File: src/design/sthl_pkg.sv
// shared types and constants for the segment table height lookup
// no dependencies; imported by every module of the block
package sthl_pkg;

  // coordinate width, signed fixed point with 8 fraction bits
  localparam int COORD_W = 24;
  // one stored segment: {left_x, left_y, right_x, right_y}
  localparam int SEG_W = 4 * COORD_W;
  // default table depth
  localparam int SEG_DEPTH_DEF = 64;

  // command codes
  localparam logic [1:0] CMD_CLEAR  = 2'd0;
  localparam logic [1:0] CMD_INSERT = 2'd1;
  localparam logic [1:0] CMD_QUERY  = 2'd2;

  // input beat
  typedef struct packed {
    logic [1:0]                command;
    logic signed [COORD_W-1:0] left_x;
    logic signed [COORD_W-1:0] left_y;
    logic signed [COORD_W-1:0] right_x;
    logic signed [COORD_W-1:0] right_y;
    logic signed [COORD_W-1:0] query_x;
  } in_item_t;

  // result beat
  typedef struct packed {
    logic                      found;
    logic signed [COORD_W-1:0] height;
    logic                      table_full;
  } out_item_t;

  // request to the multiply/divide unit: quo = mag * off / run
  typedef struct packed {
    logic               start;
    logic [COORD_W:0]   mag;
    logic [COORD_W-1:0] off;
    logic [COORD_W-1:0] run;
  } md_req_t;

  // response from the multiply/divide unit
  typedef struct packed {
    logic             done;
    logic [COORD_W:0] quo;
  } md_rsp_t;

endpackage

File: src/design/sthl_muldiv.sv
// shared iterative unit: shift-add multiply, then restoring divide
// one adder/subtractor used in both phases; depends on sthl_pkg
module sthl_muldiv (
  input  logic              clk,
  input  logic              rst_n,
  input  sthl_pkg::md_req_t req,
  output sthl_pkg::md_rsp_t rsp
);
  import sthl_pkg::*;

  localparam int CNT_W = $clog2(COORD_W + 1);

  localparam logic [1:0] PH_IDLE = 2'd0;
  localparam logic [1:0] PH_MUL  = 2'd1;
  localparam logic [1:0] PH_PACK = 2'd2;
  localparam logic [1:0] PH_DIV  = 2'd3;

  logic [1:0]         phase_r, phase_nxt;
  logic [CNT_W-1:0]   cnt_r, cnt_nxt;
  logic               done_r, done_nxt;
  logic [COORD_W:0]   acc_r, acc_nxt;
  logic [COORD_W:0]   sh_r, sh_nxt;
  logic [COORD_W:0]   mag_r, mag_nxt;
  logic [COORD_W-1:0] run_r, run_nxt;

  logic [COORD_W+1:0] op_a, op_b, sum;
  logic               sub;
  logic [COORD_W:0]   div_try;
  logic               ge;

  // shared adder operand selection
  always_comb begin
    div_try = {acc_r[COORD_W-1:0], sh_r[COORD_W]};
    if (phase_r == PH_DIV) begin
      op_a = {1'b0, div_try};
      op_b = {2'b00, run_r};
      sub  = 1'b1;
    end else begin
      op_a = {1'b0, acc_r};
      op_b = sh_r[0] ? {1'b0, mag_r} : '0;
      sub  = 1'b0;
    end
    sum = op_a + (sub ? ~op_b : op_b) + {{(COORD_W+1){1'b0}}, sub};
    ge  = ~sum[COORD_W+1];
  end

  // sequencer
  always_comb begin
    phase_nxt = phase_r;
    cnt_nxt   = cnt_r;
    done_nxt  = 1'b0;
    acc_nxt   = acc_r;
    sh_nxt    = sh_r;
    mag_nxt   = mag_r;
    run_nxt   = run_r;
    unique case (phase_r)
      PH_IDLE: begin
        if (req.start) begin
          acc_nxt   = '0;
          sh_nxt    = {1'b0, req.off};
          mag_nxt   = req.mag;
          run_nxt   = req.run;
          cnt_nxt   = '0;
          phase_nxt = PH_MUL;
        end
      end
      PH_MUL: begin
        // add the multiplicand when the low bit is set, shift right
        acc_nxt = sum[COORD_W+1:1];
        sh_nxt  = {sum[0], sh_r[COORD_W:1]};
        cnt_nxt = cnt_r + 1'b1;
        if (cnt_r == CNT_W'(COORD_W - 1)) begin
          phase_nxt = PH_PACK;
        end
      end
      PH_PACK: begin
        // product is {acc, sh[hi:1]}; top bits become the partial remainder
        acc_nxt   = {1'b0, acc_r[COORD_W:1]};
        sh_nxt    = {acc_r[0], sh_r[COORD_W:1]};
        cnt_nxt   = '0;
        phase_nxt = PH_DIV;
      end
      PH_DIV: begin
        // one quotient bit a step
        acc_nxt = ge ? sum[COORD_W:0] : div_try;
        sh_nxt  = {sh_r[COORD_W-1:0], ge};
        cnt_nxt = cnt_r + 1'b1;
        if (cnt_r == CNT_W'(COORD_W)) begin
          done_nxt  = 1'b1;
          phase_nxt = PH_IDLE;
        end
      end
      default: phase_nxt = PH_IDLE;
    endcase
  end

  // control state
  always_ff @(posedge clk) begin
    if (!rst_n) begin
      phase_r <= PH_IDLE;
      done_r  <= 1'b0;
    end else begin
      phase_r <= phase_nxt;
      done_r  <= done_nxt;
    end
  end

  // datapath
  always_ff @(posedge clk) begin
    cnt_r <= cnt_nxt;
    acc_r <= acc_nxt;
    sh_r  <= sh_nxt;
    mag_r <= mag_nxt;
    run_r <= run_nxt;
  end

  assign rsp.done = done_r;
  assign rsp.quo  = sh_r;

endmodule

File: config.mk
export PLATFORM = sky130hd
export DESIGN_NAME = sthl_muldiv
export DESIGN_NICKNAME = d
export VERILOG_FILES = /design/src/design/sthl_pkg.sv /design/src/design/sthl_muldiv.sv
export SDC_FILE = /design/constraint.sdc
export NUM_CORES = 1
export LEC_CHECK = 0
export ABC_AREA = 0
export BUFFER_PORTS_ARGS = -buffer_cell sky130_fd_sc_hd__buf_2
export CORE_MARGIN = 2
export CORE_UTILIZATION = 30
export CTS_CLUSTER_SIZE = 8
export DETAILED_ROUTE_END_ITERATION = 12
export PLACE_DENSITY = 0.59
export SYNTH_ARGS = -nofsm -noshare
export SYNTH_HDL_FRONTEND = slang
export SYNTH_SLANG_ARGS = --single-unit
File: constraint.sdc
create_clock -name clk -period 3.7 [get_ports clk]
set_clock_uncertainty 0.1 [all_clocks]
set_input_delay 0.74 -clock clk [delete_from_list [all_inputs] [get_ports clk]]
set_output_delay 0.74 -clock clk [all_outputs]
set_load 0.02 [all_outputs]
# After elaboration in Yosys (flattened, before gate mapping)
# Cells that the tools add are included.
[classes]
n_addsub = 3
eq_ne = 8
n_mux = 17
reduce_logical = 5
div = 0
n_bitwise = 2
shifts = 0
magnitude_cmp = 0
mul = 0
[op_table]
columns = ["operator", "count"]
rows = [
  ["$pmux 25 s4", 2],
  ["$mux 25", 6],
  ["$add 26x1->26", 1],
  ["$add 26x26->26", 1],
  ["$mux 26", 1],
  ["$not 26->26", 1],
  ["$pmux 5 s3", 1],
  ["$eq 5x5->1 const B", 2],
  ["$pmux 2 s4", 1],
  ["$mux 2", 3],
  ["$add 5x1->5 const B", 1],
  ["$mux 5", 1],
  ["$eq 2x2->1 const B", 2],
  ["$ne 2x2->1 const B", 2],
  ["$reduce_and 2->1", 2],
  ["$reduce_and 3->1", 1],
  ["$eq 2x1->1 const B", 1],
  ["$logic_not 2->1", 1],
  ["$mux 1", 2],
  ["$ne 2x1->1 const B", 1],
  ["$reduce_or 2->1", 1],
  ["$not 1->1", 1],
]
[word_totals]
word_cells = 42
ramBits = 0
inputBits = 76
n_memories = 0
regBits = 107
mem_bits_ro = 0
latchBits = 0
out_inout_bits = 26

# Logic depth before layout (Yosys ltp)
# Gate-level depths: netlist of run 1.
[depth]
depth_word = 8
depth_mapped = 18
depth_no_buf = 14

# Worst setup path after synthesis of run 1
# Ideal clock, no wire load.
[synth_timing]
path_kind = "register to register"
start = "reg phase_r[0]"
end = "reg acc_r[21] (data pin)"
synth_period_minus_slack_ns = 3.942
path_buffers = 3
arrival_ns = 3.583
setup_ns = 0.259
path_slack_ns = -0.242
stages_incl_launch_ff = 15
required_ns = 3.341
path_cell_list = "dfxtp_1 ha_1 buf_2 clkbuf_1 clkbuf_1 mux2_2 ha_1 nor2b_1 o2111ai_1 a21oi_2 o211ai_1 nand2_1 a311oi_1 o31ai_1 a211o_1"
[synth_between]
elab_chain_cells = 8
word_cells_on_any_way = 13
cone_classes = "add/sub: 2; eq/ne: 3; mux: 6; bitwise: 1; reduce/logical: 1"
[synth_rtl]
columns = ["item", "line_no", "source"]
rows = [
  ["start, declared", "sthl_muldiv.sv:18", "logic [1:0] phase_r, phase_nxt;"],
  ["start signal, assigned", "sthl_muldiv.sv:103", "phase_r <= phase_nxt;"],
  ["$eq 2x2->1", "sthl_muldiv.sv:34, sthl_muldiv.sv:56", ""],
  ["$mux 25", "sthl_muldiv.sv:34", "if (phase_r == PH_DIV) begin"],
  ["$not 26->26", "sthl_muldiv.sv:43", "sum = op_a + (sub ? ~op_b : op_b) + {{(COORD_W+1){1'b0}}, sub};"],
  ["$mux 26", "sthl_muldiv.sv:43", ""],
  ["$add 26x26->26", "sthl_muldiv.sv:43", ""],
  ["$add 26x1->26", "sthl_muldiv.sv:43", ""],
  ["$mux 25", "sthl_muldiv.sv:85", "acc_nxt = ge ? sum[COORD_W:0] : div_try;"],
  ["$pmux 25 s4 (*)", "sthl_muldiv.sv:56", "unique case (phase_r)"],
  ["via acc_nxt[21]", "sthl_muldiv.sv:21", "logic [COORD_W:0] acc_r, acc_nxt;"],
  ["end signal, assigned", "sthl_muldiv.sv:111", "acc_r <= acc_nxt;"],
  ["end, declared", "sthl_muldiv.sv:21", ""],
]
# The timed path passes the listed nets; every way through them passes the cells marked *.
# A chain may end at the register's enable or synchronous reset.

# Final worst setup path of run 1
[layout_timing]
start = "reg phase_r[1]"
end = "reg acc_r[8] (data pin)"
# The elaborated chain is that of the path after synthesis.

==> results of run 1 <==
==> cell families after synthesis <==
group	synth area share (%)
compound gates	22.4
simple gates	12.5
flops	47.4
buf+inv	4.32
fa+ha+maj	6.26
mux	4.13
xor+xnor	3.00
==> cell usage after synthesis, drive strengths merged (4+ instances only) <==
master,instances
edfxtp,104
nand2,99
o21ai,70
a22oi,38
clkbuf,33
nor2,33
ha,32
a21oi,28
inv,28
nand3,17
xnor2,15
mux2,14
a21o,12
mux2i,12
o22ai,12
buf,9
nor2b,9
nor3,9
o31ai,8
xor2,8
a22o,7
and3,6
a211oi,5
o21a,5
o311ai,5
a31oi,4
nand4,4
o211ai,4
==> power by group through the flow <==
stage	combinational (uW)	sequential (uW)	clock (uW)
final	4780	2280	973
after global routing	5230	2340	1040
after CTS	4230	2260	991
after detailed placement	4100	2260	0
after global placement	4070	2280	0
after floorplan	2590	2380	0
==> placed cells by master, fill, tap and decap left out, types with 8 or more instances in the layout <==
cell type / instances
edfxtp_1: 104
buf_2: 101
nand2_1: 95
o21ai_0: 62
buf_4: 62
a22oi_1: 37
nor2_1: 33
inv_1: 28
ha_1: 23
a21oi_1: 20
nand3_1: 16
xnor2_1: 15
clkbuf_16: 14
a21o_1: 12
mux2_2: 12
mux2i_1: 10
o22ai_1: 10
nor3_1: 9
xor2_1: 8
==> worst max-delay path: stages (launching register included) <==
cell and delay [ps]:
dfxtp_4 390, ha_4 240, buf_12 150, mux2_2 330
ha_1 430, nand2_1 140, a21oi_1 250, nor2_1 70
nor3_1 250, a21oi_2 130, o31ai_4 270, buf_6 170
buf_12 140, mux2i_2 240, o22ai_2 100
==> how the worst min path moves through the flow <==
stage | startpoint | end
floorplan | phase_r[0] | phase_r[0]
global placement | cnt_r[0] | cnt_r[0]
detailed placement | cnt_r[0] | cnt_r[0]
CTS | req[55] | mag_r[7]
global route | req[12] | run_r[12]
finish | req[53] | mag_r[5]
==> layer usage <==
metal / up-vias / wire length (um) / GRT usage (%)
li1: 2841 / - / -
met1: 2797 / 8620 / 20.7
met2: 146 / 8940 / 23.9
met3: 23 / 598 / 2.17
met4: 0 / 358 / 4.98
met5: - / 0 / 0
==> final cells by class <==
type | count | area, sq um
clock buffers | 9 | 225
fillers | 2190 | 13100
inverters | 28 | 105
flip-flops and latches | 107 | 3190
well taps | 280 | 350
repair buffers | 180 | 1320
clock inverters | 7 | 66.3
multi-input cells | 496 | 3490
==> registers in the layout, indices dropped and copies added (netlist names) <==
name,flops
acc_r,25
mag_r,25
sh_r,25
run_r,24
cnt_r,5
phase_r,2
done_r,1
==> stage by stage <==
stage,TNS (ps),utilization (%),std cells,total power [uW]
finish,0,40.0,1107,8030
global route,-1390,40.0,1107,8610
CTS,0,37.8,1086,7490
detailed placement,-591,36.0,1065,6360
global placement,-256,36.0,1065,6350
floorplan,0,-,673,4970
==> repair_timing <==
action,in CTS,in global routing
endpoints found under the setup margin,12,25
gates cloned,2,5
pin swaps,2,25
gates resized for setup,7,53
buffers inserted,3,17
==> results.cfg, run 1 <==
[run_status]
status = finished, final reports clean

[route]
via_per_inst = 5.25
drc = 0
num_vias = 5807
drt_iter0_markers = 496
avgRoutedWirePerCell_um = 16.7
antenna_left = 0
drt_wl_total_um = 18500
dr.pass1.iters = 5

[setup_path]
cp-startpoint = phase_r[1]
rrSetupSlack_ps = 20
crit_fanout = 8
reg2reg_from = phase_r[1]
worstSetupStartpointType = register
arrival_ps = 3660
r2r_cells = 14
r2r-end = acc_r[8]
critical_path_class = reg2reg
worstSetupEndpointType = register
crit_end = acc_r[8]
required_ps = 3680

[sta]
rsz0062_at_grt = true
setup_ws_ps = 22.2
fmax_mhz = 272
worst_pin_slew_ps = 1170
slew_viol_final = 0
hold_viol = 0
finalCriticalPeriod_ps = 3680
hold_slack_ps = 450
period_share_pct = 99.4
slew-limit-headroom_pct = 21.9
finalSetupViolCount = 0

[place]
dpl.hpwl_um = 12600
place_ws_ps = -99.2
post_dp_cell_area_sq_mm = 0.00787
gp_congestion = 0.878
portBuffers = 101

[cts]
cts-root-buf = clkbuf_16
ctsLongestPathBuffers = 2
cts_made_buffers = 9
cts.sinks = 107
clk_latency_ps = 360
htreeDepth = 3
clk_pin_slew_worst_paths_ps = 80
tritoncts = built
cts_hold_buf = 0

[grt]
antenna_found_initial = 0
grt_pass1_vias = 5462
grt_remaining_overflow = 0
grt_first_pass_wirelength_um = 28200
grt_usage_pct = 14.9
grt_max_degree = 78

[synthesis]
synth_area_leaders = edfxtp_1 (46%), ha_1 (6.0%), nand2_1 (5.5%), o21ai_0 (5.1%), a22oi_1 (4.2%)
synth_nets = 782
synthesis.area_sq_mm = 0.00672
ys_types = 59
synth-edff-count = 104
ys_warn_count = 0
ys_async_sr_fraction_pct = 0
ys_ff_latch = 107
yosys.area.top_type = edfxtp_1
synth_ff_type = edfxtp_1
yosysSeqAreaShare_pct = 47.4
syn_inst = 673
syn_avg_cell_area_sq_um = 9.99
synth_top_cell_area_share_pct = 46.5

[floorplan]
placementRows = 54
pin_count = 102
fp.dieH_um = 154
dieArea_sq_mm = 0.0236
fp.dieW_um = 154
core_area_sq_mm = 0.0219
initial_core_util_pct = 30.7

[hold_path]
hp-class = in2reg
hold_depth = 1

[flow_run]
maxCapViolCount = 0

[pwr]
switching_share_pct = 44.3
combPwrFrac_pct = 59.5
leakagePower_uw = 0.00351
vdd_ir_drop_max_uv = 365
p_per_area_mw_per_mm2 = 918
power_frac_seq_pct = 28.4
netSwitchingPower_uw = 3560
p_int_uw = 4470
clkPwrFrac_pct = 12.1

[cells_and_area]
num_antenna_cells = 0
drive_gt1_share_pct = 31.6
fin_nets = 931
area_delta_synth_final_pct = 30.2
stdcell_area_sq_mm = 0.00875
No activity file was read; power rests on OpenSTA's default activity.
==> run 2, diff against run 1 <==
--- a/config.mk
+++ b/config.mk
@@ -11,6 +11,7 @@
 export CORE_UTILIZATION = 30
 export CTS_CLUSTER_SIZE = 8
 export DETAILED_ROUTE_END_ITERATION = 12
+export MAX_ROUTING_LAYER = met4
 export PLACE_DENSITY = 0.59
 export SYNTH_ARGS = -nofsm -noshare
 export SYNTH_HDL_FRONTEND = slang
==> run 2 against run 1 <==
Compared with the run above: first-iteration DRC count up 10%; critical path type unchanged; routed wire length about the same; power down 0.18%; largest cell class unchanged; design area down 0.14%; global-route usage up 0.45 points; sequential power about the same; critical path depth unchanged.
==> results.cfg, run 2 (same netlist as run 1, synthesis figures left out) <==
[run_status]
status = finished, final reports clean

[floorplan]
placementRows = 54
pin_count = 102
initial_core_util_pct = 30.7
dieArea_sq_mm = 0.0236
fp.dieH_um = 154
core_area_sq_mm = 0.0219
fp.dieW_um = 154

[setup_path]
worstSetupEndpointType = register
critical_path_class = reg2reg
required_ps = 3680
worstSetupStartpointType = register
arrival_ps = 3670
rrSetupSlack_ps = 10
crit_fanout = 8

[cts]
cts_hold_buf = 0
ctsLongestPathBuffers = 2
cts_made_buffers = 9
htreeDepth = 3
cts-root-buf = clkbuf_16
tritoncts = built
clk_latency_ps = 370
clk_pin_slew_worst_paths_ps = 80
cts.sinks = 107

[route]
num_vias = 5801
avgRoutedWirePerCell_um = 16.7
drt_iter0_markers = 547
antenna_left = 0
dr.pass1.iters = 6
drt_wl_total_um = 18500
via_per_inst = 5.24
drc = 0

[grt]
antenna_found_initial = 0
use_met1_pct = 20.7
grt_first_pass_wirelength_um = 28200
gr-max-usage-layer = met2
grt_use_met3_pct = 2.14
grt_remaining_overflow = 0
grt_pass1_vias = 5463
met2_usage_pct = 23.9
grt_max_degree = 78
grt_usage_pct = 15.4

[cells_and_area]
stdcell_area_sq_mm = 0.00874
num_antenna_cells = 0
fin_nets = 931
area_delta_synth_final_pct = 30.0
final_cell_mix = edfxtp_1 (104), buf_2 (101), nand2_1 (95)
reg_top3 = acc_r (25), mag_r (25), sh_r (25)
drive_gt1_share_pct = 31.4
final_common_cell = edfxtp_1

[place]
portBuffers = 101
dpl.hpwl_um = 12600
post_dp_cell_area_sq_mm = 0.00787
gp_congestion = 0.892

[sta]
slew-limit-headroom_pct = 23.9
rsz0062_at_grt = true
worst_pin_slew_ps = 1140
slew_viol_final = 0
finalCriticalPeriod_ps = 3690
period_share_pct = 99.7
finalSetupViolCount = 0
fmax_mhz = 271
hold_viol = 0

[flow_run]
maxCapViolCount = 0

[pwr]
power_uw = 8020
vdd_ir_drop_max_uv = 365
leakagePower_uw = 0.00351
p_per_area_mw_per_mm2 = 918

[hold_path]
hp-class = in2reg
-- run 2: changes by cell type in the layout (fill, tap and decap cells not counted) --
cell and change:
ha_1 +1, o21ai_0 +1, o21ai_1 -1, ha_4 -1
-- run 2: timing repair --
item / 4_1_cts / 5_1_grt
endpoints found under the setup margin: 12 / 25
gates cloned: 2 / 5
gates resized for setup: 7 / 51
buffers inserted: 3 / 17
pin swaps: 2 / 25
-- run 2: worst paths after layout --
check | from | end | cells after the start
worst max-delay path | phase_r[1] | acc_r[8] | 14
worst min-delay path | req[55] | mag_r[7] | 1
worst max register to register | phase_r[1] | acc_r[8] | 14
worst min register to register | cnt_r[0] | cnt_r[0] | 1
-- run 2: critical path, stage by stage (launching register included) --
cell and delay (ps):
dfxtp_4 390, ha_4 240, buf_12 150, mux2_2 330
ha_1 430, nand2_1 140, a21oi_1 260, nor2_1 70
nor3_1 250, a21oi_2 130, o31ai_4 260, buf_6 170
buf_12 140, mux2i_2 240, o22ai_2 100
-- run 2: metal layers --
metal,share of wire (%),routed length (um)
met1,46,8550
met3,4.0,736
met5,0,0
met4,1.9,356
met2,48,8880
-- run 2: final cells by class --
class / count / area (sq um)
clock buffer: 9 / 225
clock inverter: 7 / 66.3
fill: 2189 / 13200
inverter: 28 / 105
multi-input combinational: 496 / 3480
sequential: 107 / 3190
tap: 280 / 350
timing repair buffer: 180 / 1320
-- run 2: report_power, final --
group	leakage, uW	switching (uW)	internal, uW
Sequential	0.00108	329	1950
Clock	0.000145	497	477
Combinational	0.00229	2730	2040
Total	0.00351	3550	4470
-- run 2: through the flow --
stage	TNS (ps)	setup slack (ps)	util [%]	hold slack, ps	instances
3_5_place_dp	-591	-99.2	36.0	523	1065
2_1_floorplan	0	17.7	-	453	673
5_1_grt	-1360	-119	39.9	436	1107
3_3_place_gp	-256	-57.4	36.0	510	1065
4_1_cts	0	23.1	37.8	439	1086
6_report	0	9.92	39.9	450	1107
